## src/sv/vmcp_pkg.sv

```systemverilog
`timescale 1ns / 1ps
package vmcp_pkg;

  // Fraction bits of the fixed point format
  localparam int FRAC_BITS = 16;

  // Entries of the queue between front and back
  localparam int QUEUE_DEPTH = 2;

  // Field width of every fixed point value
  localparam int FIX_W = 32;

  // Width of the normalizing shift amount
  localparam int SHIFT_W = 5;

  // Classified pose handed from front to back
  typedef struct packed {
    logic [8:0][FIX_W-1:0]   r;      // rotation, row then column
    logic [2:0][FIX_W-1:0]   t;      // translation
    logic [2:0][FIX_W-1:0]   mag;    // magnitudes of the view direction
    logic [2:0]              neg;    // view direction component is negative
    logic [SHIFT_W-1:0]      shift;  // left shift that normalizes the magnitudes
    logic                    degen;  // view direction is zero
  } cls_t;

endpackage

```

## src/sv/vmcp_fifo.sv

```systemverilog
`timescale 1ns / 1ps
module vmcp_fifo (
  input  logic            clk_i,
  input  logic            rst_ni,
  input  vmcp_pkg::cls_t  in_i,
  input  logic            in_valid_i,
  output logic            in_ready_o,
  output vmcp_pkg::cls_t  out_o,
  output logic            out_valid_o,
  input  logic            out_ready_i
);

  localparam int QD = vmcp_pkg::QUEUE_DEPTH;
  localparam int PW = (QD > 1) ? $clog2(QD) : 1;
  localparam int CW = $clog2(QD + 1);

  vmcp_pkg::cls_t  mem_q [QD];
  logic [PW-1:0]   wr_ptr_q, rd_ptr_q;
  logic [CW-1:0]   cnt_q;
  logic            push, pop;

  assign in_ready_o  = (cnt_q != CW'(QD));
  assign out_valid_o = (cnt_q != '0);
  assign push        = in_valid_i && in_ready_o;
  assign pop         = out_valid_o && out_ready_i;
  assign out_o       = mem_q[rd_ptr_q];

  // Advance pointers and count
  always_ff @(posedge clk_i or negedge rst_ni) begin
    if (!rst_ni) begin
      wr_ptr_q <= '0;
      rd_ptr_q <= '0;
      cnt_q    <= '0;
    end else begin
      if (push) wr_ptr_q <= (wr_ptr_q == PW'(QD - 1)) ? '0 : wr_ptr_q + PW'(1);
      if (pop)  rd_ptr_q <= (rd_ptr_q == PW'(QD - 1)) ? '0 : rd_ptr_q + PW'(1);
      if (push && !pop)      cnt_q <= cnt_q + CW'(1);
      else if (pop && !push) cnt_q <= cnt_q - CW'(1);
    end
  end

  // Store the incoming record
  always_ff @(posedge clk_i) begin
    if (push) begin
      mem_q[wr_ptr_q] <= in_i;
    end
  end

  a_cnt_bound: assert property (@(posedge clk_i) disable iff (!rst_ni)
    cnt_q <= CW'(QD))
    else $error("queue count beyond depth");

endmodule

```

## config.mk

```make
export PLATFORM = sky130hd
export DESIGN_NAME = vmcp_fifo
export DESIGN_NICKNAME = d
export VERILOG_FILES = /design/src/sv/vmcp_pkg.sv /design/src/sv/vmcp_fifo.sv
export SDC_FILE = /design/constraint.sdc
export NUM_CORES = 1
export LEC_CHECK = 0
export ABC_AREA = 1
export BUFFER_PORTS_ARGS = -buffer_cell sky130_fd_sc_hd__buf_2
export CAP_MARGIN = 10
export CORE_AREA = 5 5 384 386
export CTS_BUF_LIST = sky130_fd_sc_hd__clkbuf_4 sky130_fd_sc_hd__clkbuf_8
export DETAILED_ROUTE_END_ITERATION = 8
export DIE_AREA = 0 0 389 391
export GPL_TIMING_DRIVEN = 0
export PLACE_DENSITY = 0.55
export SYNTH_ARGS = -nofsm -noshare
export SYNTH_HDL_FRONTEND = slang
export SYNTH_SLANG_ARGS = --single-unit
```

## constraint.sdc

```tcl
create_clock -name clk_i -period 31.8 [get_ports clk_i]
set_clock_uncertainty 0.05 [all_clocks]
set_input_delay 4.77 -clock clk_i [delete_from_list [all_inputs] [get_ports clk_i]]
set_output_delay 4.77 -clock clk_i [all_outputs]
set_load 0.03 [all_outputs]
```

# Yosys cells after proc, flatten, opt, wreduce, memory -nomap -nowiden
# Memories as Yosys holds them, arrays and structs flattened.
# Index checks and enable logic that the tools add are counted.
# totals
register_bits	4
ram_bits	978
word_cells	23
memories	1
# classes
add_sub_neg	4
n_eq_ne	1
mux	6
n_reduce_logical	8
# memory_table
memory	words	word_bits	rd	rd_ports_with_merged_regs	wr	line_no	text
mem_q	2	489	1	0	1	vmcp_fifo.sv:17	vmcp_pkg::cls_t mem_q [QD];
# op_table
cell	n
logical AND 1 bit	4
two-way mux 1 bit	4
two-way mux 2 bit	2
nonzero test 2 bit	2
adder 1 bit, second input constant	2
adder 2 x 1 -> 2 bit, second input constant	1
zero test 1 bit	2
inequality test 2 bit, second input constant	1
subtractor 2 x 1 -> 2 bit, second input constant	1

# Depth between registers and ports, before layout
# depth
word_depth	6
ltp_mapped	10
mapped_depth_nobuf	10

# Least setup slack after synthesis
# OpenSTA, ideal clock, no wires.
# synth_timing
path_type	input to register
startpoint	in in_valid_i
endpoint	mem mem_q[0][0] (netlist name), enable pin
setup_time_ns	1.355
t_arrival_ns	25.113
required_ns	30.395
slack_ns	5.282
cell_stages	2
n_path_buf	0
cell_sequence	nand2_1 > nor2_1
# synth_via
elab_chain_cells	3
# synth_lines
element	line_no	text
from (decl)	vmcp_fifo.sv:6	input logic in_valid_i,
logical AND 1 bit	vmcp_fifo.sv:24	assign push = in_valid_i && in_ready_o;
two-way mux 1 bit	vmcp_fifo.sv:44	if (push) begin
two-way mux 1 bit (not written as such)	vmcp_fifo.sv:45	mem_q[wr_ptr_q] <= in_i;
to (decl)	vmcp_fifo.sv:17	
# Every way passes these cells.

==> flow_results.org <==
** Status
- The flow ran to the end, and the final reports show no timing, DRC or antenna violations.

** GRT
- The number of global-route vias before repair is 23500.
- Initial antenna violation count :: 67
- The layer flagged by global routing as most heavily used is met2.
- Across every metal layer, demand over resource in global routing totals 0.146.
- Entering global routing, the biggest net connects 32 pins.
- Global routing finished with a remaining overflow of 0.
- Global-route wire length before repair :: 161 mm
- Grt met3 use :: 0.0659
- For met2 alone, demand over resource in global routing was 0.249.
- For met1 alone, demand over resource in global routing was 0.161.

** Yosys
- The synthesized design contains 982 register bits.
- Mapped Nets :: 3077
- Of the synthesized area, sequential elements account for 0.826.
- Yosys warns :: 0
- Average cell area after synthesis :: 13.8 sq um
- Synthesis instantiated 14 different standard cells from the library.
- In this run the cell area of the synthesized design comes to 0.0357 sq mm.
- Synthesis handed over a netlist of 2583 instances.

** Clock tree
- TritonCTS built the clock tree.
- Buffer levels on the longest clock path :: 3
- Clock tree synthesis found a total of 982 sinks.
- After clock tree synthesis, the clock-pin slew on the worst setup and hold paths is 0.06 ns.
- Latest clock arrival within the worst-skew pair :: 0.83 ns
- Postcts setup bufs :: 0
- In this run, post-CTS hold repair placed 0 buffers.
- Root buffer cell :: sky130_fd_sc_hd__clkbuf_8
- CTS buffer count :: 164
- CTS built an H-tree with a depth of 4.
- After clock tree synthesis, the repair step resized 0 gates.

** Power
- Max VDD drop :: 0.0664 mV
- After layout, the design draws a total of 5050 uW.
- Sequential Power Share :: 0.360
- In this run the power spent charging and discharging nets is 2190 uW.
- Of the total power, the share spent switching nets is 0.433.
- Relative contribution of combinational cells to total power :: 0.420
- The share of total power dissipated in the clock network is 0.219.
- The internal power of the cells totals 2860 uW.
- For this design the static power due to leakage is 0.0200 uW.
- Power spread over the standard cell area amounts to 107 mW/mm^2.

** STA
- Setup slack after layout :: 23.77 ns
- Upper clock frequency limit :: 125 MHz
- Share of the cycle needed by the critical path after routing :: 0.253
- Counting I/O delays and the setup requirement, the final critical path takes 8.03 ns.
- Worst slew margin relative to its limit :: 0.464
- Number of slew-limit violations in the final report :: 0
- Final setup violation count :: 0
- Hold timing on the final database bottoms out at a slack of 0.457 ns.
- Slew at the pin closest to its max-slew limit :: 0.802 ns
- RSZ-0062 raised after global routing :: no
- Final hold violation count :: 0

** Floorplanning
- From bottom edge to top edge, the die measures 391 um.
- For this configuration, the core starts out at a cell density of 0.249.
- X dimension of the die :: 389 um
- Core area :: 0.143 sq mm
- Number of placement rows :: 139
- Pin placement for this block handled 984 I/O pins.
- The floorplan step defined a die boundary enclosing 0.152 sq mm.

** Drt
- Total Routed Length :: 117 mm
- Number of vias per cell after detailed routing :: 4.06
- Number of detailed-routing iterations run before antenna repair :: 7
- The detailed router placed 23700 vias in this run.
- Average wire per cell in the routed design :: 20.0 um
- Remaining number of nets flagged by the antenna check after routing :: 0
- In this run, the number of DRC markers left after iteration 0 of detailed routing was 1378.
- In the routed design, unresolved DRC markers number 0.

** Worst hold path
- Hold path depth :: 2
- Hold Path Origin :: cnt_q[1]
- Classification of the worst-slack hold path :: flop to flop
- The worst hold path terminates at cnt_q[1].

** Setup path
- Launching point of the worst reg2reg path :: cnt_q[0]
- STA puts the critical path data arrival time at 3.21 ns.
- Across all register-to-register paths, the minimum setup slack is 27.92 ns.
- Worst Path Max Fanout :: 10
- The worst register-to-register path has a depth of 13.
- Category of the worst setup path capture point :: output pin
- Reg2Reg Capture Point :: mem_q[1][58]
- Worst Setup Path Type :: flop to output pin
- Data on the critical path is required at its endpoint by 26.98 ns.
- Startpoint Class :: flop

** Placed design
- The HPWL after detailed placement is 88.3 mm.
- In this run the tool buffered the top-level ports with 983 buffer cells.
- Routability-driven placement finished with a final weighted congestion of 0.897.
- Prior to clock tree synthesis, the placed netlist has a worst setup slack of 23.60 ns.

** Cells and area
- Footprint of the flip-flops and latches :: 0.0295 sq mm
- Combined area of the multi-input logic cells :: 0.00561 sq mm
- NumNets Final :: 4264
- Compared with the post-synthesis result, the final layout area differs by 32.2%.
- The filler cells instantiated in the layout total 14300.
- Share of post-route cells with drive strength above 1 :: 0.356

** Run
- Count of max-cap constraint violations :: 0
## sequential cells by signal, indices dropped and copies added (netlist names)
signal    count
mem_q       978
rd_ptr_q      1
cnt_q         2
wr_ptr_q      1
## Yosys cell counts
cell type	count	area (sq um)
sky130_fd_sc_hd__nand2_1	1477	5540
sky130_fd_sc_hd__edfxtp_1	978	29400
sky130_fd_sc_hd__buf_2	94	470
sky130_fd_sc_hd__buf_4	14	105
sky130_fd_sc_hd__inv_1	6	22.5
sky130_fd_sc_hd__dfrtp_1	4	100
sky130_fd_sc_hd__nand3_1	2	10.0
sky130_fd_sc_hd__nor2_1	2	7.51
sky130_fd_sc_hd__buf_6	1	11.3
sky130_fd_sc_hd__ha_1	1	12.5
sky130_fd_sc_hd__inv_2	1	3.75
sky130_fd_sc_hd__nand4_1	1	6.26
sky130_fd_sc_hd__xnor2_1	1	8.76
sky130_fd_sc_hd__xor2_1	1	8.76
## power by group through the flow
stage / clock network, uW / registers (uW) / logic, uW
3_3_place_gp: 0 / 2320 / 2080
4_1_cts: 1140 / 1820 / 2170
2_1_floorplan: 0 / 2120 / 1260
5_1_grt: 1210 / 1840 / 2270
3_5_place_dp: 0 / 1850 / 2170
6_report: 1110 / 1820 / 2120
## per-stage QoR
| step | cell area (sq um) | instances | setup TNS [ns] | util |
|---|---|---|---|---|
| 4_1_cts | 47000 | 5802 | 0 | 0.329 |
| 3_5_place_dp | 43800 | 5507 | 0 | 0.306 |
| 2_1_floorplan | 35700 | 2583 | 0 | - |
| 3_3_place_gp | 43000 | 5469 | -8361.23 | 0.300 |
| 5_1_grt | 47100 | 5823 | 0 | 0.329 |
| 6_report | 47200 | 5846 | 0 | 0.329 |
## logic make-up after synthesis
| logic type | share of synthesized area |
|---|---|
| XOR/XNOR | 0.000491 |
| AND/OR/NAND/NOR | 0.156 |
| adder cells (fa/ha/maj) | 0.000351 |
| flip-flops | 0.826 |
| buffers and inverters | 0.0172 |
## metal layers
layer | share of wire | up-vias | wire length, um
met4 | 0.030 | 40 | 3530
met5 | 0.0021 | - | 244
met2 | 0.50 | 955 | 58300
met3 | 0.10 | 219 | 12000
li1 | - | 11200 | -
met1 | 0.37 | 11300 | 43100
## area by class of cell
class,instances,area share
Inverter,7,0.000557
Tap cell,1903,0.0505
Antenna cell,44,0.00234
Sequential cell,982,0.625
Clock buffer,234,0.0597
Multi-Input combinational cell,1485,0.119
Timing Repair Buffer,1021,0.121
Buffer,109,0.0124
Clock inverter,61,0.00907
## worst max-delay path by stage
stage / to / cells after the start / slack [ns] / from
5_1_grt: out_o[159] / 7 / 23.42 / rd_ptr_q
6_report: out_o[159] / 7 / 23.77 / rd_ptr_q
2_1_floorplan: mem_q[0][0] / 2 / 5.28 / in_valid_i
4_1_cts: out_o[159] / 7 / 23.41 / rd_ptr_q
3_3_place_gp: mem_q[1][60] / 3 / -8.72 / in_valid_i
3_5_place_dp: mem_q[1][60] / 12 / 23.60 / in_valid_i
## worst max-delay path, stage by stage, from the launching register on
cell	delay [ns]
sky130_fd_sc_hd__dfrtp_1	0.36
sky130_fd_sc_hd__buf_2	0.21
sky130_fd_sc_hd__inv_2	0.16
sky130_fd_sc_hd__buf_2	0.32
sky130_fd_sc_hd__buf_2	0.50
sky130_fd_sc_hd__nand2_1	0.10
sky130_fd_sc_hd__nand2_1	0.40
sky130_fd_sc_hd__buf_2	0.29
## layout by cell type, fill, tap and decap left out
cell type	instances
sky130_fd_sc_hd__nand2_1	1477
sky130_fd_sc_hd__buf_2	1077
sky130_fd_sc_hd__edfxtp_1	978
sky130_fd_sc_hd__clkbuf_8	169
sky130_fd_sc_hd__clkbuf_4	65
sky130_fd_sc_hd__diode_2	44
sky130_fd_sc_hd__clkinv_1	40
sky130_fd_sc_hd__buf_12	32
sky130_fd_sc_hd__buf_4	14
sky130_fd_sc_hd__clkinv_2	8
sky130_fd_sc_hd__inv_1	6
sky130_fd_sc_hd__buf_16	6
sky130_fd_sc_hd__bufinv_16	4
sky130_fd_sc_hd__dfrtp_1	4
sky130_fd_sc_hd__inv_12	3
sky130_fd_sc_hd__nor2_4	2
sky130_fd_sc_hd__nand3_1	2
sky130_fd_sc_hd__clkinv_8	2
sky130_fd_sc_hd__inv_6	2
sky130_fd_sc_hd__inv_2	1
sky130_fd_sc_hd__buf_6	1
sky130_fd_sc_hd__xnor2_1	1
sky130_fd_sc_hd__xor2_1	1
sky130_fd_sc_hd__nand4_1	1
sky130_fd_sc_hd__ha_1	1
sky130_fd_sc_hd__inv_8	1
sky130_fd_sc_hd__clkinvlp_4	1
(Power assumes the default switching activity.)
