--- src/sv/vmcp_pkg.sv ---
`timescale 1ns / 1ps
package vmcp_pkg;

  // Fraction bits of the fixed point format
  localparam int FRAC_BITS = 16;

  // Entries of the queue between front and back
  localparam int QUEUE_DEPTH = 2;

  // Field width of every fixed point value
  localparam int FIX_W = 32;

  // Width of the normalizing shift amount
  localparam int SHIFT_W = 5;

  // Classified pose handed from front to back
  typedef struct packed {
    logic [8:0][FIX_W-1:0]   r;      // rotation, row then column
    logic [2:0][FIX_W-1:0]   t;      // translation
    logic [2:0][FIX_W-1:0]   mag;    // magnitudes of the view direction
    logic [2:0]              neg;    // view direction component is negative
    logic [SHIFT_W-1:0]      shift;  // left shift that normalizes the magnitudes
    logic                    degen;  // view direction is zero
  } cls_t;

endpackage

--- src/sv/vmcp_pose_if.sv ---
`timescale 1ns / 1ps
interface vmcp_pose_if;
  logic                valid;
  logic                ready;
  logic signed [31:0]  r00;
  logic signed [31:0]  r01;
  logic signed [31:0]  r02;
  logic signed [31:0]  r10;
  logic signed [31:0]  r11;
  logic signed [31:0]  r12;
  logic signed [31:0]  r20;
  logic signed [31:0]  r21;
  logic signed [31:0]  r22;
  logic signed [31:0]  trans_x;
  logic signed [31:0]  trans_y;
  logic signed [31:0]  trans_z;

  modport source (
    output valid, r00, r01, r02, r10, r11, r12, r20, r21, r22, trans_x, trans_y, trans_z,
    input  ready
  );
  modport sink (
    input  valid, r00, r01, r02, r10, r11, r12, r20, r21, r22, trans_x, trans_y, trans_z,
    output ready
  );
endinterface

--- src/sv/vmcp_front.sv ---
`timescale 1ns / 1ps
module vmcp_front (
  input  logic            clk_i,
  input  logic            rst_ni,
  vmcp_pose_if.sink       pose_i,
  output vmcp_pkg::cls_t  cls_o,
  output logic            cls_valid_o,
  input  logic            cls_ready_i
);

  logic [8:0][31:0]                r;
  logic [2:0][31:0]                mag;
  logic [2:0]                      neg;
  logic [31:0]                     mag_max;
  logic [vmcp_pkg::SHIFT_W-1:0]    top_pos;
  logic [vmcp_pkg::SHIFT_W-1:0]    shift;
  vmcp_pkg::cls_t                  cls_d, cls_q;
  logic                            vld_q;
  logic                            take;

  assign r[0] = pose_i.r00;
  assign r[1] = pose_i.r01;
  assign r[2] = pose_i.r02;
  assign r[3] = pose_i.r10;
  assign r[4] = pose_i.r11;
  assign r[5] = pose_i.r12;
  assign r[6] = pose_i.r20;
  assign r[7] = pose_i.r21;
  assign r[8] = pose_i.r22;

  // Magnitude and sign of the view direction, which is the negated third row
  always_comb begin
    for (int i = 0; i < 3; i++) begin
      neg[i] = !r[6+i][31] && (r[6+i] != 32'd0);
      mag[i] = r[6+i][31] ? (~r[6+i] + 32'd1) : r[6+i];
    end
  end

  // Largest magnitude and its top set bit
  always_comb begin
    mag_max = mag[0];
    if (mag[1] > mag_max) mag_max = mag[1];
    if (mag[2] > mag_max) mag_max = mag[2];
    top_pos = '0;
    for (int i = 0; i < 32; i++) begin
      if (mag_max[i]) top_pos = vmcp_pkg::SHIFT_W'(i);
    end
    shift = (top_pos >= 5'd30) ? 5'd0 : (5'd30 - top_pos);
  end

  // Assemble the classified record
  always_comb begin
    cls_d.r     = r;
    cls_d.t[0]  = pose_i.trans_x;
    cls_d.t[1]  = pose_i.trans_y;
    cls_d.t[2]  = pose_i.trans_z;
    cls_d.mag   = mag;
    cls_d.neg   = neg;
    cls_d.shift = shift;
    cls_d.degen = (mag_max == 32'd0);
  end

  // Hold one record until the queue takes it
  assign pose_i.ready = !vld_q || cls_ready_i;
  assign take         = pose_i.valid && pose_i.ready;

  always_ff @(posedge clk_i or negedge rst_ni) begin
    if (!rst_ni) begin
      vld_q <= 1'b0;
    end else if (pose_i.ready) begin
      vld_q <= pose_i.valid;
    end
  end

  always_ff @(posedge clk_i) begin
    if (take) begin
      cls_q <= cls_d;
    end
  end

  assign cls_o       = cls_q;
  assign cls_valid_o = vld_q;

endmodule

--- src/flat_wrapper.sv ---
// flat-port wrapper written by rule: the top's interface ports become plain ports
module vmcp_front_flat 
  (clk_i, rst_ni, cls_o, cls_valid_o, cls_ready_i, pose_i_valid, pose_i_r00, pose_i_r01, pose_i_r02, pose_i_r10, pose_i_r11, pose_i_r12, pose_i_r20, pose_i_r21, pose_i_r22, pose_i_trans_x, pose_i_trans_y, pose_i_trans_z, pose_i_ready);
  vmcp_pose_if pose_i_i ();
  input  logic clk_i;
  input  logic rst_ni;
  output vmcp_pkg::cls_t cls_o;
  output logic cls_valid_o;
  input  logic cls_ready_i;
  input wire logic [$bits(pose_i_i.valid)-1:0] pose_i_valid;
  input wire logic [$bits(pose_i_i.r00)-1:0] pose_i_r00;
  input wire logic [$bits(pose_i_i.r01)-1:0] pose_i_r01;
  input wire logic [$bits(pose_i_i.r02)-1:0] pose_i_r02;
  input wire logic [$bits(pose_i_i.r10)-1:0] pose_i_r10;
  input wire logic [$bits(pose_i_i.r11)-1:0] pose_i_r11;
  input wire logic [$bits(pose_i_i.r12)-1:0] pose_i_r12;
  input wire logic [$bits(pose_i_i.r20)-1:0] pose_i_r20;
  input wire logic [$bits(pose_i_i.r21)-1:0] pose_i_r21;
  input wire logic [$bits(pose_i_i.r22)-1:0] pose_i_r22;
  input wire logic [$bits(pose_i_i.trans_x)-1:0] pose_i_trans_x;
  input wire logic [$bits(pose_i_i.trans_y)-1:0] pose_i_trans_y;
  input wire logic [$bits(pose_i_i.trans_z)-1:0] pose_i_trans_z;
  output wire logic [$bits(pose_i_i.ready)-1:0] pose_i_ready;
  assign pose_i_i.valid = pose_i_valid;
  assign pose_i_i.r00 = pose_i_r00;
  assign pose_i_i.r01 = pose_i_r01;
  assign pose_i_i.r02 = pose_i_r02;
  assign pose_i_i.r10 = pose_i_r10;
  assign pose_i_i.r11 = pose_i_r11;
  assign pose_i_i.r12 = pose_i_r12;
  assign pose_i_i.r20 = pose_i_r20;
  assign pose_i_i.r21 = pose_i_r21;
  assign pose_i_i.r22 = pose_i_r22;
  assign pose_i_i.trans_x = pose_i_trans_x;
  assign pose_i_i.trans_y = pose_i_trans_y;
  assign pose_i_i.trans_z = pose_i_trans_z;
  assign pose_i_ready = pose_i_i.ready;
  vmcp_front u_core (.clk_i(clk_i), .rst_ni(rst_ni), .pose_i(pose_i_i), .cls_o(cls_o), .cls_valid_o(cls_valid_o), .cls_ready_i(cls_ready_i));
endmodule
--- config.mk ---
export PLATFORM = sky130hd
export DESIGN_NAME = vmcp_front_flat
export DESIGN_NICKNAME = d
export VERILOG_FILES = /design/src/sv/vmcp_pkg.sv /design/src/sv/vmcp_pose_if.sv /design/src/sv/vmcp_front.sv /design/src/flat_wrapper.sv
export SDC_FILE = /design/constraint.sdc
export NUM_CORES = 1
export LEC_CHECK = 0
export ABC_AREA = 0
export BUFFER_PORTS_ARGS = -buffer_cell sky130_fd_sc_hd__buf_2
export CAP_MARGIN = 20
export CORE_AREA = 2 2 345 347
export CTS_CLUSTER_SIZE = 12
export DETAILED_ROUTE_END_ITERATION = 10
export DIE_AREA = 0 0 347 349
export GPL_TIMING_DRIVEN = 0
export MAX_ROUTING_LAYER = met4
export PLACE_DENSITY = 0.38
export SLEW_MARGIN = 20
export SYNTH_ARGS = -nofsm -noshare
export SYNTH_HDL_FRONTEND = slang
export SYNTH_SLANG_ARGS = --single-unit
--- constraint.sdc ---
create_clock -name clk_i -period 16.4 [get_ports clk_i]
set_clock_uncertainty 0.15 [all_clocks]
set_input_delay 1.64 -clock clk_i [delete_from_list [all_inputs] [get_ports clk_i]]
set_output_delay 1.64 -clock clk_i [all_outputs]
set_load 0.05 [all_outputs]
# ---- Word level (Yosys, flattened, before mapping)
# Index checks and enable logic that the tools add are counted.
dict set report op_classes {
  bitwise_logic 3
  muxes 36
  n_reduce_logical 13
  n_lt_le_gt_ge 3
  n_addsub 4
}
# op n
set op_table {}
lappend op_table {{2-to-1 mux 32 bit} 5}
lappend op_table {{adder 32 x 1 -> 32 bit, second input constant} 3}
lappend op_table {{inverter 32 bit} 3}
lappend op_table {{nonzero test 32 bit} 3}
lappend op_table {{2-to-1 mux 5 bit} 16}
lappend op_table {{> comparator 32 bit} 2}
lappend op_table {{logical NOT 32 bit} 1}
lappend op_table {{2-to-1 mux 4 bit} 8}
lappend op_table {{2-to-1 mux 3 bit} 4}
lappend op_table {{>= comparator 5 bit, second input constant} 1}
lappend op_table {{subtractor 5 bit, first input constant} 1}
lappend op_table {{logical AND 1 bit} 4}
lappend op_table {{logical NOT 1 bit} 4}
lappend op_table {{2-to-1 mux 2 bit} 2}
lappend op_table {{logical OR 1 bit} 1}
lappend op_table {{2-to-1 mux 1 bit} 1}
dict set report word_totals {
  ff_bits 490
  in_bits 388
  output_inout_bits 491
}

# ---- Longest topological paths before layout
# Gate-level depths: netlist of run 1.
dict set report logic_depth {
  ltp_word 39
  mapped_depth 39
  depth_no_buf 30
}

# ---- Least setup slack after synthesis of run 1
# Ideal clock, no wire load.
dict set report synth_timing {
  path_type {input to register}
  from {input cls_ready_i}
  to {register u_core.cls_q (netlist bit u_core.cls_o[0]) (enable)}
  required_time_ns 15.339
  setup_ns 0.911
  slack_ns 2.226
  stages 2
  t_arrival_ns 13.112
  path_cell_list {nand2b_1 -> and2_1}
}
dict set report synth_between {
  elab_chain_len 2
}
# element line_no
set synth_rtl {}
lappend synth_rtl {{from (decl)} flat_wrapper.sv:9} ;# input logic cls_ready_i;
lappend synth_rtl {{logical OR 1 bit} vmcp_front.sv:64} ;# assign pose_i.ready = !vld_q || cls_ready_i;
lappend synth_rtl {{logical AND 1 bit} vmcp_front.sv:65} ;# assign take = pose_i.valid && pose_i.ready;
lappend synth_rtl {{named net u_core.take} vmcp_front.sv:19} ;# logic take;
lappend synth_rtl {{to (signal assigned)} vmcp_front.sv:77} ;# cls_q <= cls_d;
lappend synth_rtl {{to (decl)} vmcp_front.sv:17} ;# vmcp_pkg::cls_t cls_d, cls_q;
# The timed path passes the listed nets, and every way through them passes these cells.
# A chain may end at the register's enable or synchronous reset.

==> summary.md, run 1 <==
| Metric | Value |
|---|---|
| First-pass GRT wire length | `134000 um` |
| Root Driver | `clkbuf_16` |
| Shortest period the worst path allows | `12.18 ns` |
| Max incr delay on CP | `0.69 ns` |
| Fmax | `82.1 MHz` |
| Total track usage | `16.7%` |
| Reg clk slew, reported paths | `0.06 ns` |
| Vias in the first global route | `15.9k` |
| Routed WL | `103000 um` |
| Seq/Total Area, Yosys | `72.7%` |
| Min-delay worst type | `reg -> reg` |
| CTS max path bufs | `3` |
| PwrDens | `129 mW/mm^2` |
| Core Footprint | `0.117 mm^2` |
| Slowest-stage cell, CP | `nor4_1` |
| Simple logic cell fraction of the synthesized area | `6.76%` |
| Crit path DAT | `12.38 ns` |
| Dpl cells | `3713` |
| Final nets | `2697` |
| Post-Place Setup Slack | `3.54 ns` |
| Synth Register Bits | `487` |
| Filler cell count in the final layout | `12.5k` |
| Final Setup Violations | `0` |
| Placement row count | `126` |
| CTS buffer count | `61` |
| Ys flop type | `edfxtp_1` |
| Slew headroom | `38.4%` |
| Total setup buffers inserted after CTS | `0` |
| Final Util | `24.5%` |
| Area growth syn-to-layout | `42.9%` |
| Die height | `349 um` |
| Pleak | `11.5 nW` |
| Final Max Slew Viols | `0` |
| Warnings from Yosys | `0` |
| Mux contribution to synthesized area | `1.96%` |
| EDFF count, synth | `486` |
| I/O Pins | `879` |
| Die X | `347 um` |
| Mapped Nets | `1746` |
| Synthesized-area fraction occupied by adder cells | `4.29%` |
| Die footprint | `0.121 mm^2` |
| Critical Path Start Type | `input pin` |
| Post-DR wirelength/cell | `26.6 um` |
| Initial Util | `17.1%` |
| Post-Layout Cell Count | `3856` |
| Req. time, crit path | `16.61 ns` |
| H-Tree Depth | `2` |
| Pwr Total | `3.70 mW` |
| Status | `finished clean` |
| Initial DRC Count | `907` |
| Largest family of logic cells by synthesized area | `compound AO/OA/AOI/OAI gates` |
| Final HPWL DP | `86700 um` |
| Clk_lat worst skew | `0.65 ns` |
| Via count | `15.6k` |
| Synthesized area | `0.0201 mm^2` |
| Post-CTS Hold Buffers | `0` |
| CP Capture Type | `register` |
| Synth async-reset ratio | `0.205%` |
| Fin. Hold Viols | `0` |
| Max VDD drop | `0.0000791 V` |
| Largest net degree at the start of global routing | `60` |
| Post-cts resize count | `0` |
| Synth Area per Inst | `15.6 um^2` |
| Worst Path Class, Setup | `in -> reg` |
| Synth unique cells | `76` |
| Placer Congestion | `0.877` |
| Worst hold margin | `0.479 ns` |
| Clock Sinks | `487` |
| CTS tree | `built` |
| RSZ-0062 raised after global routing | `false` |
| TritonRoute pass-1 iters | `5` |
| Max_cap viols | `0` |
| Total gr overflow | `0` |
| DRC | `0` |
| Synth Area in Compound Gates | `8.01%` |
| Cells after Synth | `1289` |
| Layout cells sized above 1 | `45.1%` |
| Final worst-path cycle share | `74.2%` |
| Post-DRT Antenna Nets | `0` |
| Buffers on Ports | `878` |
| Initial antenna violation count | `108` |
| Most used cell, CP | `buf_2` |
| Via density | `4.04` |
| Synth Area in XOR/XNOR | `3.83%` |
| Worst slew pin tran | `0.917 ns` |
| Max FO, Critical Path | `10` |
| PnR worst setup slack | `4.22 ns` |
[cell usage in the layout (no fill, tap or decap), types with 20 or more instances in the layout]
cell       instances
nor2_1            41
clkbuf_16         62
nor3_1            26
xnor2_1           45
o31ai_1           35
buf_2            886
mux2i_1           23
edfxtp_1         486
diode_2           28
ha_1              69
a21oi_1           51
or3_1             20
clkbuf_1          34
o21ai_0           48
xor2_1            41
inv_1             80
nand2_1           65
[synth_stat cells (3+ instances only)]
master / instances / area share [%]
a21boi_0: 5 / 0.19
edfxtp_1: 486 / 73
a31oi_1: 8 / 0.25
o21bai_1: 3 / 0.11
nand2_1: 65 / 1.2
nor4_1: 15 / 0.47
o311ai_0: 5 / 0.22
ha_1: 69 / 4.3
buf_2: 8 / 0.20
nor3b_1: 3 / 0.11
o31ai_1: 35 / 1.3
o31a_1: 4 / 0.17
mux2_2: 12 / 0.67
a21o_1: 4 / 0.15
buf_6: 4 / 0.22
and4_1: 3 / 0.13
or2_2: 6 / 0.19
xor2_1: 41 / 1.8
o21a_1: 4 / 0.15
nand2b_1: 6 / 0.19
nand4_1: 15 / 0.47
buf_4: 3 / 0.11
inv_1: 80 / 1.5
buf_1: 3 / 0.056
or4_1: 16 / 0.60
o41ai_1: 19 / 0.83
a211o_1: 3 / 0.13
or3_1: 20 / 0.62
a21oi_2: 3 / 0.13
a21oi_1: 51 / 1.3
nor2_1: 41 / 0.77
a32oi_1: 4 / 0.17
a211oi_1: 8 / 0.30
nor2b_1: 6 / 0.19
clkbuf_1: 21 / 0.39
nor3_1: 26 / 0.65
mux2i_1: 23 / 1.1
nand3_1: 16 / 0.40
o21ai_0: 48 / 1.2
o211ai_1: 6 / 0.22
xnor2_1: 45 / 2.0
[through the flow]
stage               instance area [um^2]  TNS [ns]
floorplan                          20100         0
global placement                   26400  -1596.58
detailed placement                 26700         0
CTS                                28700         0
global route                       28700         0
finish                             28700         0
[path summary, 6_finish.rpt]
path                               startpoint            endpoint  slack [ns]  cells after the start
max in group asynchronous              rst_ni  u_core.cls_valid_o       15.42                      1
min reg2reg                u_core.cls_valid_o  u_core.cls_valid_o        0.48                      2
max reg2reg                u_core.cls_valid_o   u_core.cls_o[397]       13.86                      5
min                        u_core.cls_valid_o  u_core.cls_valid_o        0.48                      2
max                             pose_i_r20[3]     u_core.cls_o[0]        4.22                     33
min in group asynchronous              rst_ni  u_core.cls_valid_o        0.60                      1
[area by class of cell]
type	instances	area (um^2)	area share [%]
timing repair buffer	888	4650	16.2
clock buffer	75	1600	5.57
multi-input combinational	683	5000	17.4
inverter	80	300	1.04
clock inverter	40	393	1.37
tap	1536	1920	6.69
sequential	487	14600	50.9
antenna	28	70.1	0.244
buffer	39	198	0.688
[worst max-delay path: cells and delay by family]
family | cells | cell delay [ns]
adder cells (fa/ha/maj) | 2 | 0.67
XOR/XNOR | 1 | 0.41
buffers and inverters | 13 | 4.15
AND/OR/NAND/NOR | 10 | 3.47
AO/OA/AOI/OAI | 7 | 2.01
[cell families after synthesis]
group	count (synthesis)
and+or+nand+nor	255
AOI/OAI and AO/OA	235
DFF	487
muxes	37
adders and majority gates	69
xor gates and xnor gates	87
buffers and inverters	119
[power by group]
group	total [mW]	switching, mW	internal [mW]
logic	0.852	0.629	0.223
registers	1.49	0.0193	1.47
clock network	1.36	0.571	0.788
[flip-flops by register name, indices dropped and copies added (netlist names)]
register            cells
u_core.cls_o          486
u_core.cls_valid_o      1
[per-layer routing]
metal,track usage (%),part of all wire [%]
met5,-,0
met3,8.07,11
met4,3.43,2.9
met1,15.6,33
met2,30.8,53
Note: power is estimated with default switching activity, not from simulation.
==> inputs of run 2 (changes only) <==
- ABC_AREA: 0 -> 1
- CORE_AREA: 2 2 345 347 -> 2 2 342 344
- DIE_AREA: 0 0 347 349 -> 0 0 344 346
- PLACE_DENSITY: 0.38 -> 0.4
- clock period: 16.4 -> 10.71 ns (I/O delays scaled with it)
==> run 2 against run 1 <==
Cell count up 2.2%. First-iteration DRC count down 22%. Area after synthesis down 1.9%. Sequential power up 52%. Final area up 1.4%. Power up 56%. Routed wire length down 8.1%. Critical path type unchanged. Utilization up 0.78 points. Worst hold slack worse by 0.059 ns. Clock-buffer cell count unchanged.
==> summary.md, run 2 <==
| Metric | Value |
|---|---|
| Status | `finished clean` |
| Warnings from Yosys | `0` |
| Synthesized area | `0.0197 mm^2` |
| Ys flop type | `edfxtp_1` |
| Yosys top cell by area | `edfxtp_1` |
| Grt met3 use | `5.30%` |
| Worst Path Class, Setup | `in -> reg` |
| Total track usage | `15.7%` |
| Placer Congestion | `0.833` |
| CTS max path bufs | `3` |
| DRC | `0` |
| Min-delay worst type | `in -> reg` |
| Pwr Total | `5.78 mW` |
| Fmax | `103 MHz` |
| Most instantiated cells after synthesis | `486 x edfxtp_1, 242 x nand2_1, 110 x inv_1, 84 x nor2_1, 69 x ha_1` |
| First-pass GRT wire length | `124000 um` |
| PnR worst setup slack | `0.965 ns` |
| Synth Area per Inst | `14.4 um^2` |
| Initial DRC Count | `710` |
| CTS tree | `built` |
| Synth async-reset ratio | `0.205%` |
| Req. time, crit path | `10.99 ns` |
| Sequential Power Share | `39.3%` |
| I/O Pins | `879` |
| TritonRoute pass-1 iters | `5` |
| Combinational power share | `23.6%` |
| Fin. Hold Viols | `0` |
| Cells after Synth | `1373` |
| Max_cap viols | `0` |
| Commonest non-fill, non-tap cell in the layout | `buf_2` |
| Final Setup Violations | `0` |
| Final Util | `25.3%` |
| Layout cells sized above 1 | `47.6%` |
| Die footprint | `0.119 mm^2` |
| Top-count cell post-synth | `edfxtp_1` |
| Final HPWL DP | `80500 um` |
| Cell internal pwr | `3.87 mW` |
| CP Capture Type | `register` |
| Clock Sinks | `487` |
| Initial antenna violation count | `102` |
| Final Max Slew Viols | `0` |
| Mapped Nets | `1830` |
| Shortest period the worst path allows | `9.74 ns` |
| Core Footprint | `0.115 mm^2` |
| Vias in the first global route | `14.7k` |
| Final worst-path cycle share | `91.0%` |
| Post-DRT Antenna Nets | `0` |
| Yosys top cell area share | `74.0%` |
| Area of the multi-input gates | `0.00466 mm^2` |
| Max incr delay on CP | `0.34 ns` |
| Setup TNS | `0 ns` |
| EDFF count, synth | `486` |
| Total gr overflow | `0` |
| H-Tree Depth | `2` |
| Initial Util | `17.1%` |
| Crit path DAT | `10.03 ns` |
| CTS buffer count | `61` |
| Clock Power Share | `37.1%` |
| Max VDD drop | `0.000120 V` |
| Reg clk slew, reported paths | `0.07 ns` |
| Die X | `344 um` |
| Synth unique cells | `49` |
| Number of flip-flops in the largest register | `486` |
| PwrDens | `198 mW/mm^2` |
| Buffers on Ports | `878` |
| Slew headroom | `52.6%` |
| Clk_lat worst skew | `0.64 ns` |
| Top cells by area, synth | `edfxtp_1 74%, nand2_1 4.6%, ha_1 4.4%, xor2_1 2.5%, inv_1 2.1%` |
| Largest net degree at the start of global routing | `24` |
| Root Driver | `clkbuf_16` |
| Die height | `346 um` |
| Pleak | `12.3 nW` |
| Sw frac | `33.0%` |
| Via count | `14.8k` |
| Via density | `3.76` |
| Area growth syn-to-layout | `47.8%` |
| Slowest-stage cell, CP | `nor4_4` |
| Sequential cell area | `0.0146 mm^2` |
| Post-Place Setup Slack | `-1.67 ns` |
| Synth Register Bits | `487` |
| Commonest cells after routing, fill and taps aside | `883 x buf_2, 486 x edfxtp_1, 236 x nand2_1, 109 x inv_1, 78 x nor2_1` |
| Placement row count | `125` |
| Seq/Total Area, Yosys | `74.1%` |
| Final nets | `2809` |
| Max FO, Critical Path | `19` |
| Routed WL | `94400 um` |
| Critical Path Start Type | `input pin` |
| Met1 Usage GRT | `15.6%` |
| Post-DR wirelength/cell | `23.9 um` |
| Net Sw Power | `1.91 mW` |
| Most used cell, CP | `nand2_1` |
| Gr busiest metal | `met2` |
| Filler cell count in the final layout | `12.4k` |
| Worst slew pin tran | `0.711 ns` |
| Met2 Use GR | `28.8%` |
-- run 2: cell count changes in the layout (fill, tap and decap cells not counted), sizes merged, moves of 23 or more --
cell	previous run	this run
nand2	66	251
inv	82	136
nor2	41	92
o31ai	37	3
o21ai	48	77
buf	906	933
mux2i	24	0
or3	23	0
-- run 2: through the flow --
stage | hold slack [ns] | instance area [um^2] | instances
final | 0.420 | 29200 | 3941
after CTS | 0.332 | 28900 | 3923
after global routing | 0.358 | 29100 | 3939
after global placement | 0.413 | 26000 | 3775
after floorplan | 0.625 | 19700 | 1373
after detailed placement | 0.417 | 26800 | 3804
-- run 2: timing repair --
action                                  in CTS  in global routing
endpoints found under the setup margin       6                  6
resized for setup                           10                 37
pin swaps                                    2                 14
hold buffers                                 1                  0
buffers inserted                             2                  7
hold endpoints to repair                     1                  0
-- run 2: power groups by stage --
| stage | clock network [mW] | registers [mW] | logic (mW) |
|---|---|---|---|
| floorplan | 0 | 2.74 | 0.484 |
| global placement | 0 | 2.36 | 1.32 |
| detailed placement | 0 | 2.31 | 1.36 |
| CTS | 2.23 | 2.27 | 1.37 |
| global route | 2.29 | 2.28 | 1.50 |
| finish | 2.14 | 2.27 | 1.37 |
-- run 2: worst paths after layout --
path                                       to               start  slack, ns  cells after the start
max                           u_core.cls_o[5]       pose_i_r21[0]       0.97                     76
min reg2reg                u_core.cls_valid_o  u_core.cls_valid_o       0.43                      2
max in group asynchronous  u_core.cls_valid_o              rst_ni       9.73                      2
min                         u_core.cls_o[223]      pose_i_r00[22]       0.42                      1
max reg2reg                 u_core.cls_o[123]  u_core.cls_valid_o       8.32                      7
min in group asynchronous  u_core.cls_valid_o              rst_ni       0.60                      2
-- run 2: per-layer routing --
| metal | wire length [um] | up-vias |
|---|---|---|
| met1 | 32800 | 6962 |
| met5 | 0 | - |
| li1 | - | 6862 |
| met4 | 3730 | 0 |
| met3 | 8300 | 284 |
| met2 | 49500 | 717 |
-- run 2: cell families after synthesis --
| group | after synthesis | share of synthesized area [%] |
|---|---|---|
| compound gates | 134 | 3.84 |
| xor+xnor | 88 | 3.94 |
| fa+ha+maj | 69 | 4.38 |
| buf+inv | 157 | 3.19 |
| flops | 487 | 74.1 |
| simple gates | 438 | 10.5 |
-- run 2: critical path: cells and delay by family --
kind	cells	cell delay [ns]
xor gates and xnor gates	2	0.36
AOI/OAI and AO/OA	2	0.29
adders and majority gates	4	0.94
and+or+nand+nor	56	5.69
buffers and inverters	12	1.64
-- run 2: layout make-up --
type / count / share of cell area [%]
clock buffer: 75 / 5.59
inverter: 134 / 1.73
multi-input combinational: 729 / 16.0
antenna: 12 / 0.103
tap: 1524 / 6.54
sequential: 487 / 50.1
clock inverter: 41 / 1.51
timing repair buffer: 917 / 17.9
buffer: 22 / 0.485
==> inputs of run 3 (changes only) <==
- ABC_AREA: 1 -> not set
- CORE_AREA: 2 2 342 344 -> 2 2 345 347
- DIE_AREA: 0 0 344 346 -> 0 0 347 349
- PLACE_DENSITY: 0.4 -> 0.39
==> run 3 against run 2 <==
Critical endpoint is now u_core.cls_o[3]. Critical path type unchanged. Utilization shrank 0.75 points. Worst hold slack better by 0.0060 ns. Maximum frequency fell by 3.7%. Critical path depth shrank 39. Global-route usage is 0.81 points higher. First-iteration DRC count rose by 34%. Final area down 1.3%. Via count increased by 5.9%. Largest cell class unchanged. Largest power group unchanged. Routed wire length increased by 7.7%. Setup slack lost 0.38 ns. Power down 2.6%. Highest routed layer unchanged.
==> summary.md, run 3 (synthesis gave the netlist of run 1 again) <==
| Metric | Value |
|---|---|
| Status | `finished clean` |
| Placement row count | `126` |
| Final nets | `2697` |
| Placer Congestion | `0.870` |
| Crit path DAT | `10.49 ns` |
| Worst Path Class, Setup | `in -> reg` |
| Via count | `15.7k` |
| Core Footprint | `0.117 mm^2` |
| Final Util | `24.5%` |
| First-pass GRT wire length | `134000 um` |
| Post-Layout Cell Count | `3855` |
| Post-route cell area | `0.0288 mm^2` |
| Most used cell, CP | `buf_2` |
| CTS buffer count | `61` |
| CP Capture Type | `register` |
| Slew headroom | `44.6%` |
| TritonRoute pass-1 iters | `5` |
| I/O Pins | `879` |
| Commonest cells after routing, fill and taps aside | `886 x buf_2, 486 x edfxtp_1, 80 x inv_1, 69 x ha_1, 65 x nand2_1` |
| Req. time, crit path | `11.08 ns` |
| H-Tree Depth | `2` |
| Shortest period the worst path allows | `10.12 ns` |
| Register-to-register setup slack | `7.62 ns` |
| Largest net degree at the start of global routing | `62` |
| Final Setup Violations | `0` |
| Root Driver | `clkbuf_16` |
| Max VDD drop | `0.000110 V` |
| PnR worst setup slack | `0.588 ns` |
| Dpl cells | `3713` |
| CTS max path bufs | `3` |
| Pleak | `11.5 nW` |
| Critical Path Start Type | `input pin` |
| Slowest-stage cell, CP | `or4_4` |
| Final worst-path cycle share | `94.5%` |
| Via density | `4.07` |
| Max_cap viols | `0` |
| Die footprint | `0.121 mm^2` |
| Fin. Hold Viols | `0` |
| Placed inst area | `0.0267 mm^2` |
| Post-DR wirelength/cell | `26.4 um` |
| Setup TNS | `0 ns` |
| Worst slew pin tran | `0.828 ns` |
| Max FO, Critical Path | `19` |
| CTS tree | `built` |
| Filler cell count in the final layout | `12.5k` |
| Total track usage | `16.5%` |
| Routed WL | `102000 um` |
| Initial DRC Count | `952` |
| Number of flip-flops in the largest register | `486` |
| Total gr overflow | `0` |
| Reg clk slew, reported paths | `0.06 ns` |
| DRC | `0` |
| Max incr delay on CP | `0.48 ns` |
| Area growth syn-to-layout | `43.1%` |
| Clock Sinks | `487` |
| Final HPWL DP | `86100 um` |
| Commonest non-fill, non-tap cell in the layout | `buf_2` |
| Post-Place Setup Slack | `-1.52 ns` |
| Final Max Slew Viols | `0` |
| Fmax | `98.8 MHz` |
| Vias in the first global route | `15.8k` |
| Layout cells sized above 1 | `45.6%` |
| Die X | `347 um` |
| Min-delay worst type | `in -> reg` |
| PwrDens | `196 mW/mm^2` |
| Total setup buffers inserted after CTS | `0` |
| Die height | `349 um` |
| Post-DRT Antenna Nets | `0` |
| Clk_lat worst skew | `0.67 ns` |
| Initial antenna violation count | `106` |
| Buffers on Ports | `878` |
| Initial Util | `17.1%` |
[run 3: cell count changes in the layout (fill, tap and decap cells not counted), sizes merged, moves of 14 or more]
cell   delta
a21oi    +15
buf      -27
diode    +16
inv      -51
mux2i    +24
nand2   -185
nor2     -51
o21ai    -29
o31ai    +34
o41ai    +18
or3      +23
or4      +18
xnor2    +14
xor2     -15
[run 3: metrics by stage]
step | total power [mW] | hold slack, ns
finish | 5.63 | 0.426
global route | 5.89 | 0.370
CTS | 5.74 | 0.352
detailed placement | 3.63 | 0.699
global placement | 3.66 | 0.698
floorplan | 3.18 | 0.625
[run 3: critical path, delay by kind of cell]
family	cells	cell delay (ns)
adder cells (fa/ha/maj)	3	0.90
buffers and inverters	13	3.34
AND/OR/NAND/NOR	8	1.85
XOR/XNOR	1	0.28
AO/OA/AOI/OAI	12	3.04
[run 3: cell type report]
type	instances	area, um^2	area share (%)
Buffer	38	201	0.700
Clock buffer	71	1560	5.43
Tap cell	1536	1920	6.68
Sequential cell	487	14600	50.8
Inverter	80	300	1.04
Antenna cell	28	70.1	0.243
Clock inverter	43	418	1.45
Timing Repair Buffer	889	4660	16.2
Multi-Input combinational cell	683	5020	17.5
[run 3: per-layer routing]
| layer | track usage, % | wire [um] | vias to the layer above | share of wire [%] |
|---|---|---|---|---|
| met5 | - | 0 | - | 0 |
| met2 | 30.1 | 53000 | 796 | 52 |
| met3 | 6.59 | 10300 | 267 | 10 |
| met4 | 4.24 | 3880 | 0 | 3.8 |
| li1 | - | - | 6968 | - |
| met1 | 16.3 | 34400 | 7669 | 34 |
[run 3: report_power, final]
group | switching, mW | leakage (nW) | internal [mW]
clock network | 0.878 | 0.955 | 1.17
logic | 0.959 | 5.94 | 0.344
registers | 0.0302 | 4.64 | 2.24
total | 1.87 | 11.5 | 3.76
[run 3: path summary, 6_finish.rpt]
kind | start | endpoint | depth (start not counted)
max | pose_i_r20[3] | u_core.cls_o[3] | 37
min | pose_i_trans_z[18] | u_core.cls_o[187] | 1
max reg2reg | u_core.cls_valid_o | u_core.cls_o[430] | 6
min reg2reg | u_core.cls_valid_o | u_core.cls_valid_o | 2
max in group asynchronous | rst_ni | u_core.cls_valid_o | 2
min in group asynchronous | rst_ni | u_core.cls_valid_o | 2
[run 3: what timing repair did]
action | in CTS | in global routing
resized for setup | 3 | 9
pin swaps | 0 | 0
endpoints found under the hold margin | 1 | 0
endpoints found under the setup margin | 6 | 6
hold buffers | 1 | 0
